## src/rtl/core/mf15_pkg.sv

```systemverilog
// Package: minifloat format constants and pipeline stage types.
package mf15_pkg;
  localparam int unsigned FracWidth = 8;
  localparam int unsigned ExpWidth  = 6;
  localparam int unsigned ExpBias   = 31;
  localparam int unsigned SignPos   = ExpWidth + FracWidth;
  localparam int unsigned MiniWidth = SignPos + 1;

  typedef enum logic {
    KIND_ENCODE = 1'b0,
    KIND_DECODE = 1'b1
  } kind_e;

  // Stage one to two: classified operand.
  typedef struct packed {
    kind_e        kind;
    logic         sign;
    logic         is_zero;
    logic         is_sat;
    logic [23:0]  sig;
    logic [9:0]   exp;
  } st1_t;

  // Stage two to three: normalized significand.
  typedef struct packed {
    kind_e        kind;
    logic         sign;
    logic         is_zero;
    logic         is_sat;
    logic [23:0]  sig;
    logic [9:0]   exp;
  } st2_t;
endpackage

```

## src/rtl/core/minifloat15_convert_top.sv

```systemverilog
// Top level: three-stage float32 / minifloat converter.
// One beat enters per cycle while in_stall_o is low and passes through
// s1_q, s2_q and res_q. The stages are the operand classify and unpack,
// the leading-zero normalize, and the packing with the truncating denormal
// shift and saturation. A result that waits under out_stall_i holds the
// whole pipeline, bubbles included, and raises in_stall_o in the same cycle.
module minifloat15_convert_top (
  input  logic        clk_i,
  input  logic        rst_ni,
  input  logic        in_valid_i,
  output logic        in_stall_o,
  input  logic        kind_i,
  input  logic [31:0] operand_bits_i,
  output logic        out_valid_o,
  input  logic        out_stall_i,
  output logic [31:0] result_bits_o,
  output logic        out_of_range_o
);
  logic         v1_q, v2_q, v3_q;
  mf15_pkg::st1_t s1_d, s1_q;
  mf15_pkg::st2_t s2_d, s2_q;
  logic [31:0]  res_d, res_q;
  logic         oor_d, oor_q;
  logic         adv;
  logic [4:0]   lz;

  assign adv        = !(v3_q && out_stall_i);
  assign in_stall_o = !adv;

  // Classify and unpack the operand.
  always_comb begin
    logic [7:0] e8;
    logic [22:0] m;
    logic [7:0] fr;
    logic [5:0] ef;
    e8 = operand_bits_i[30:23];
    m  = operand_bits_i[22:0];
    fr = operand_bits_i[7:0];
    ef = operand_bits_i[13:8];
    s1_d.kind = mf15_pkg::kind_e'(kind_i);
    if (kind_i == mf15_pkg::KIND_ENCODE) begin
      s1_d.sign    = operand_bits_i[31];
      s1_d.is_sat  = (e8 == 8'hFF);
      s1_d.is_zero = (e8 == 8'd0) && (m == 23'd0);
      s1_d.sig     = (e8 == 8'd0) ? {1'b0, m} : {1'b1, m};
      s1_d.exp     = (e8 == 8'd0) ? 10'(-126) : 10'({2'b00, e8} - 10'd127);
    end else begin
      s1_d.sign    = operand_bits_i[14];
      s1_d.is_sat  = 1'b0;
      s1_d.is_zero = (ef == 6'd0) && (fr == 8'd0);
      s1_d.sig     = (ef == 6'd0) ? {1'b0, fr, 15'd0} : {1'b1, fr, 15'd0};
      s1_d.exp     = (ef == 6'd0) ? 10'(-30) : 10'({4'd0, ef} - 10'd31);
    end
  end

  // Normalize to a leading one at bit 23.
  mf15_lzc u_lzc (.sig_i(s1_q.sig), .cnt_o(lz));

  always_comb begin
    s2_d     = s1_q;
    s2_d.sig = s1_q.sig << lz;
    s2_d.exp = s1_q.exp - {5'd0, lz};
  end

  // Pack the result.
  always_comb begin
    logic signed [9:0] me;
    logic [9:0] sh;
    logic [23:0] dn;
    me    = $signed(s2_q.exp) + 10'sd31;
    sh    = 10'd16 - me;
    dn    = (sh >= 10'd24) ? 24'd0 : (s2_q.sig >> sh[4:0]);
    oor_d = 1'b0;
    res_d = 32'd0;
    if (s2_q.kind == mf15_pkg::KIND_DECODE) begin
      if (s2_q.is_zero) res_d = {s2_q.sign, 31'd0};
      else res_d = {s2_q.sign, 8'(s2_q.exp + 10'd127), s2_q.sig[22:0]};
    end else if (s2_q.is_sat || (!s2_q.is_zero && me > 10'sd63)) begin
      oor_d = 1'b1;
      res_d = {17'd0, s2_q.sign, 14'h3FFF};
    end else if (s2_q.is_zero) begin
      res_d = {17'd0, s2_q.sign, 14'd0};
    end else if (me >= 10'sd1) begin
      res_d = {17'd0, s2_q.sign, me[5:0], s2_q.sig[22:15]};
    end else begin
      res_d = {17'd0, s2_q.sign, 6'd0, dn[7:0]};
    end
  end

  // Advance valid bits.
  always_ff @(posedge clk_i or negedge rst_ni) begin
    if (!rst_ni) begin
      v1_q <= 1'b0;
      v2_q <= 1'b0;
      v3_q <= 1'b0;
    end else if (adv) begin
      v1_q <= in_valid_i;
      v2_q <= v1_q;
      v3_q <= v2_q;
    end
  end

  // Advance payload.
  always_ff @(posedge clk_i) begin
    if (adv) begin
      s1_q  <= s1_d;
      s2_q  <= s2_d;
      res_q <= res_d;
      oor_q <= oor_d;
    end
  end

  assign out_valid_o    = v3_q;
  assign result_bits_o  = res_q;
  assign out_of_range_o = oor_q;

  // Decoding never flags range.
  a_dec_flag: assert property (@(posedge clk_i) disable iff (!rst_ni)
    (v2_q && adv && s2_q.kind == mf15_pkg::KIND_DECODE) |=> !out_of_range_o)
    else $error("decode flagged out of range");
  // Held result stays while stalled.
  a_hold: assert property (@(posedge clk_i) disable iff (!rst_ni)
    (out_valid_o && out_stall_i) |=> (out_valid_o && $stable(result_bits_o)))
    else $error("stalled result changed");
  // Encode results fit the minifloat width.
  a_width: assert property (@(posedge clk_i) disable iff (!rst_ni)
    (v2_q && adv && s2_q.kind == mf15_pkg::KIND_ENCODE) |=> (result_bits_o[31:15] == 17'd0))
    else $error("encode result too wide");
endmodule

```

## src/rtl/core/mf15_lzc.sv

```systemverilog
// Leading zero count of a 24-bit significand.
module mf15_lzc (
  input  logic [23:0] sig_i,
  output logic [4:0]  cnt_o
);
  always_comb begin
    cnt_o = 5'd24;
    for (int i = 0; i < 24; i++) begin
      if (sig_i[i]) cnt_o = 5'(23 - i);
    end
  end
endmodule

```

## config.mk

```make
export PLATFORM = sky130hd
export DESIGN_NAME = minifloat15_convert_top
export DESIGN_NICKNAME = d
export VERILOG_FILES = /design/src/rtl/core/mf15_pkg.sv /design/src/rtl/core/minifloat15_convert_top.sv /design/src/rtl/core/mf15_lzc.sv
export SDC_FILE = /design/constraint.sdc
export NUM_CORES = 1
export LEC_CHECK = 0
export CORE_UTILIZATION = 41
export DETAILED_ROUTE_END_ITERATION = 8
export DONT_BUFFER_PORTS = 1
export GPL_TIMING_DRIVEN = 0
export SLEW_MARGIN = 20
export SYNTH_ARGS = -nofsm -noshare
export SYNTH_HDL_FRONTEND = slang
export SYNTH_SLANG_ARGS = --single-unit
```

## constraint.sdc

```tcl
create_clock -name clk_i -period 4.5 [get_ports clk_i]
set_input_delay 0.45 -clock clk_i [delete_from_list [all_inputs] [get_ports clk_i]]
set_output_delay 0.45 -clock clk_i [all_outputs]
set_load 0.03 [all_outputs]
```

==> results.toml, run 1 <==
[grt]
grt-ovfl-total = 0
grt_max_degree = 62
grt_pass1_vias = 5543
antenna_found_initial = 0
met3_usage = 0.0396
use_met1 = 0.264
grt_first_pass_wirelength_mm = 30.1
track_usage = 0.211
met2_usage = 0.360
busiest_layer = "met2"

[sta]
fin_ws_ns = 0.387
hold_violations = 0
rsz0062_at_grt = "false"
worst_pin_slew_ns = 0.905
fmax_mhz = 243
fin_crit_sh = 0.914
fin_worst_skew_ns = 0.00795
final-setup-viol-count = 0
min_period_ns = 4.11
final_max_slew_viol_count = 0
relSlewSlack = 0.391
tns_ns = 0

[final_layout]
antenna_cells = 0
syn_to_final_growth_pct = 8.73
fin_util = 0.462
register_area_um2 = 3320
drive_above_1_share = 0.113
multi_input_comb_area_um2 = 3850
nFillCells = 1617
design_area_um2 = 8070
final_net_count = 773

[worst_setup_path]
crit_family = "buffers and inverters"
critPathKind = "reg -> reg"
worst_path_most_repeated_cell = "clkbuf_2"
path_buf_inv = 5
cp_slowest_cell = "or4_1"
critPathLaunchType = "flip-flop"
worstPathMaxFanout = 10
crit_arrival_ns = 4.33
critPathRequiredTime_ns = 4.72
end_kind = "flip-flop"
crit_path_max_incr_delay_ns = 0.55
worstPathCellList = "buf_2 > clkbuf_2 > inv_1 > ha_1 > clkbuf_1 > nand2_1 > xor2_1 > nand4b_1 > o31a_1 > or4_1 > clkbuf_2 > a211o_1 > a21oi_2"

[route]
routed_wl_mm = 19.1
first_pass_iters = 5
drc_errors = 0
vias_per_cell = 6.01
dr_total_vias = 5719
routedWlPerCell_um = 20.1
antenna_left = 0
initialDrtViolationCount = 464

[place]
place_area_um2 = 7750
dp_hpwl_mm = 14.5
post-place-ws_ns = -0.280
portBuffers = 0
place_congestion = 0.958

[synthesis]
yosysWarnings = 0
ys_seq_area_frac = 0.447
syn_avg_cell_area_um2 = 10.5
netlist_area_um2 = 7420
synthFlopType = "edfxtp_1"
yosys.cell_types.count = 66
async_reset_ff_frac = 0.0270
synth_edf_count = 108
synth_seq_cells = 111
syn-num-nets = 760
syn_inst = 709

[clocking]
clockRootBuffer = "clkbuf_16"
cts_buffers = 9
numClockSinks = 111
clk_pin_slew_ns = 0.07
clock_path_buffers = 2
cts_tree = "done"
h-tree-depth = 3
clk_latency_ns = 0.36
cts_setup_buffers = 0

[hold_path]
hp-class = "in -> reg"

[floorplan]
dieHeight_um = 137
die_w_um = 137
start_util = 0.425
core_area_um2 = 17500
io-pin-count = 72
die_area_um2 = 18600
rows = 48

[power]
static-leakage-power_nw = 2.96
vdd_drop_max_v = 0.000298
power_density_nw_per_um2 = 574
power_mw = 4.63

[outcome]
status = "finished clean"

[job]
max-cap-violations = 0
==> where the power goes <==
group	internal (mW)	total (mW)	leakage [nW]	switching, mW
logic	0.792	1.86	1.67	1.06
clock network	0.436	0.802	0.146	0.366
registers	1.51	1.97	1.15	0.466
total	2.74	4.63	2.96	1.90
==> cell usage after synthesis, drive strengths merged, types with 18 or more instances <==
| master | number | area share |
|---|---|---|
| edfxtp | 108 | 0.44 |
| nor2 | 67 | 0.034 |
| nand2 | 44 | 0.023 |
| a21oi | 43 | 0.030 |
| o21ai | 37 | 0.025 |
| mux2i | 35 | 0.047 |
| clkbuf | 27 | 0.014 |
| inv | 27 | 0.014 |
| mux4 | 21 | 0.064 |
| nor2b | 21 | 0.018 |
| nor3 | 18 | 0.014 |
==> worst paths after layout <==
| path | from | cells after the start | to | slack (ns) |
|---|---|---|---|---|
| worst max-delay path | s2_q[0] | 13 | result_bits_o[0] | 0.39 |
| worst min-delay path | kind_i | 0 | s1_q[37] | 0.19 |
| worst max register to register | s2_q[0] | 13 | result_bits_o[0] | 0.39 |
| worst min register to register | s1_q[34] | 0 | s2_q[34] | 0.42 |
| max in group asynchronous | rst_ni | 1 | out_valid_o | 4.01 |
| min in group asynchronous | rst_ni | 1 | v1_q | 0.34 |
==> logic make-up after synthesis <==
family / share of synthesized area
simple gates: 0.163
flops: 0.447
xor+xnor: 0.0354
fa+ha+maj: 0.0246
compound gates: 0.157
buf+inv: 0.0378
mux: 0.135
==> metal layers <==
layer	vias to the layer above	share of wire
met4	0	0.026
met1	2724	0.43
met2	239	0.49
li1	2721	-
met5	-	0
met3	35	0.053
==> what timing repair did <==
item / CTS / global route
setup endpoints to repair: 8 / 10
hold buffers: 1 / 0
endpoints found under the hold margin: 3 / 0
resized for setup: 2 / 6
==> worst reg2reg max path, cell delays in order (launching register included) <==
cell	delay, ns
edfxtp_1	0.45
buf_2	0.33
clkbuf_2	0.35
inv_1	0.13
ha_1	0.25
clkbuf_1	0.22
nand2_1	0.13
xor2_1	0.45
nand4b_1	0.16
o31a_1	0.35
or4_1	0.55
clkbuf_2	0.21
a211o_1	0.27
a21oi_2	0.12
==> per-stage QoR <==
step,hold WS (ns),instances
after floorplan,0.154,709
after global placement,0.155,934
after detailed placement,0.154,935
after CTS,0.175,952
after global routing,0.172,952
final,0.187,952
==> layout by cell type, fill, tap and decap left out, types with 17 or more instances in the layout <==
cell type / instances
nor3_1: 17
clkbuf_1: 24
nor2b_1: 21
a21oi_1: 41
inv_1: 27
mux4_2: 21
edfxtp_1: 108
nor2_1: 67
o21ai_0: 36
mux2i_1: 35
nand2_1: 42
==> layout make-up <==
cell class | count | area share
multi-input combinational | 529 | 0.477
clock buffer | 10 | 0.0284
buffer | 42 | 0.0228
tap | 225 | 0.0349
sequential | 111 | 0.411
inverter | 27 | 0.0126
timing repair buffer | 2 | 0.00465
clock inverter | 6 | 0.00837
==> flip-flops by register name (all words and copies together), names as in the netlist <==
| signal | count |
|---|---|
| out_of_range_o | 1 |
| out_valid_o | 1 |
| result_bits_o | 32 |
| s1_q | 37 |
| s2_q | 38 |
| v1_q | 1 |
| v2_q | 1 |
No activity file was read; power rests on OpenSTA's default activity.
==> run 2: changes to the inputs <==
Settings changed: CORE_ASPECT_RATIO set to 0.9.
==> run 2 against run 1 <==
  * Hold slack better by 0.0092 ns
  * Largest power group unchanged
  * Sequential share of layout area decreased by 0.23 points
  * First-iteration DRC count rose by 0.43%
  * Non-clock buffer count did not move
  * Die area about the same
  * Sequential cell count unchanged
  * Global-route usage decreased by 0.72 points
==> results.toml, run 2 (same netlist as run 1, synthesis figures left out) <==
[grt]
antenna_found_initial = 0
track_usage = 0.204
met3_usage = 0.0414
use_met1 = 0.269
met2_usage = 0.330
grt_first_pass_wirelength_mm = 29.4
grt_pass1_vias = 5671
grt-ovfl-total = 0
grt_max_degree = 60
busiest_layer = "met2"

[power]
vdd_drop_max_v = 0.000238
static-leakage-power_nw = 2.98
power_density_nw_per_um2 = 577
power_mw = 4.68

[worst_setup_path]
cp_slowest_cell = "nor4_1"
crit_arrival_ns = 4.22
crit_path_max_incr_delay_ns = 0.62
end_kind = "flip-flop"
critPathKind = "reg -> reg"
critPathRequiredTime_ns = 4.59
critPathLaunchType = "flip-flop"
path_buf_inv = 2
worst_path_most_repeated_cell = "a21o_1"
crit_family = "simple AND/OR/NAND/NOR gates"
worstPathCellList = "nor4_1 > o31ai_1 > a211oi_1 > nor2_1 > inv_1 > clkbuf_1 > ha_1 > nor2b_1 > o21ai_0 > nand2b_1 > a21o_1 > a21o_1 > nor3_1 > xnor2_1"
worstPathMaxFanout = 10

[final_layout]
fin_cells = 967
final_net_count = 773
syn_to_final_growth_pct = 9.35
regMostFlops = "s2_q"
nFillCells = 1654
final_cell_mix = "108 x edfxtp_1, 67 x nor2_1, 42 x nand2_1"
drive_above_1_share = 0.111
largest_reg_flops = 38
antenna_cells = 0
layout.cells.most_common = "edfxtp_1"
design_area_um2 = 8120

[sta]
fin_ws_ns = 0.378
fmax_mhz = 243
relSlewSlack = 0.432
final_max_slew_viol_count = 0
fin_crit_sh = 0.916
hold_violations = 0
hold_slack_ns = 0.196
fin_worst_skew_ns = 0.00753
min_period_ns = 4.12
rsz0062_at_grt = "false"
final-setup-viol-count = 0
worst_pin_slew_ns = 0.844

[clocking]
cts_setup_buffers = 0
h-tree-depth = 3
numClockSinks = 111
clk_latency_ns = 0.35
clock_path_buffers = 2
cts_buffers = 9
clockRootBuffer = "clkbuf_16"
clk_pin_slew_ns = 0.07
cts_tree = "done"

[route]
antenna_left = 0
routed_wl_mm = 18.3
vias_per_cell = 6.06
drc_errors = 0
initialDrtViolationCount = 466
dr_total_vias = 5860
routedWlPerCell_um = 18.9
first_pass_iters = 5

[floorplan]
io-pin-count = 72
start_util = 0.420
core_area_um2 = 17700
dieHeight_um = 130
rows = 46
die_area_um2 = 18600
die_w_um = 144

[place]
place_area_um2 = 7760
place_congestion = 0.943
portBuffers = 0
dp_hpwl_mm = 14.0
post-place-ws_ns = -0.236
dp.cells = 950

[outcome]
status = "finished clean"

[hold_path]
hp-class = "in -> reg"

[job]
max-cap-violations = 0
==> run 2: metrics by stage <==
step	TNS, ns	utilization
2_1_floorplan	0	-
3_3_place_gp	-1.07	0.437
3_5_place_dp	-1.43	0.439
4_1_cts	0	0.459
5_1_grt	0	0.459
6_report	0	0.459
==> run 2: cell type report <==
cell class	count	area, um2	share of cell area
Tap cell	240	300	0.0370
Inverter	27	101	0.0125
Sequential cell	111	3320	0.409
Buffer	42	183	0.0225
Multi-Input combinational cell	529	3840	0.473
Clock buffer	11	253	0.0311
Timing Repair Buffer	2	37.5	0.00462
Clock inverter	5	86.3	0.0106
==> run 2: timing repair <==
action                     4_1_cts  5_1_grt
setup endpoints to repair        8        8
hold endpoints to repair         3        0
gates resized for setup          1        4
cloned                           0        0
hold buffers                     1        0
==> run 2: metal layers <==
metal / vias to the layer above / wire length [um] / share of wire
met2: 285 / 8350 / 0.46
li1: 2730 / - / -
met4: 0 / 520 / 0.028
met1: 2792 / 8220 / 0.45
met5: - / 0 / 0
met3: 53 / 1170 / 0.064
==> run 2: path summary, 6_finish.rpt <==
kind / cells after the start / from / end / slack (ns)
min reg2reg: 0 / s1_q[35] / s2_q[35] / 0.42
max in group asynchronous: 1 / rst_ni / out_valid_o / 4.00
min: 0 / kind_i / s1_q[37] / 0.20
min in group asynchronous: 1 / rst_ni / v2_q / 0.35
max reg2reg: 14 / s1_q[26] / s2_q[7] / 0.38
max: 14 / s1_q[26] / s2_q[7] / 0.38
==> run 2: power by group <==
part | switching (mW) | internal [mW]
Combinational | 1.05 | 0.788
Clock | 0.355 | 0.523
Sequential | 0.460 | 1.51
Total | 1.86 | 2.82
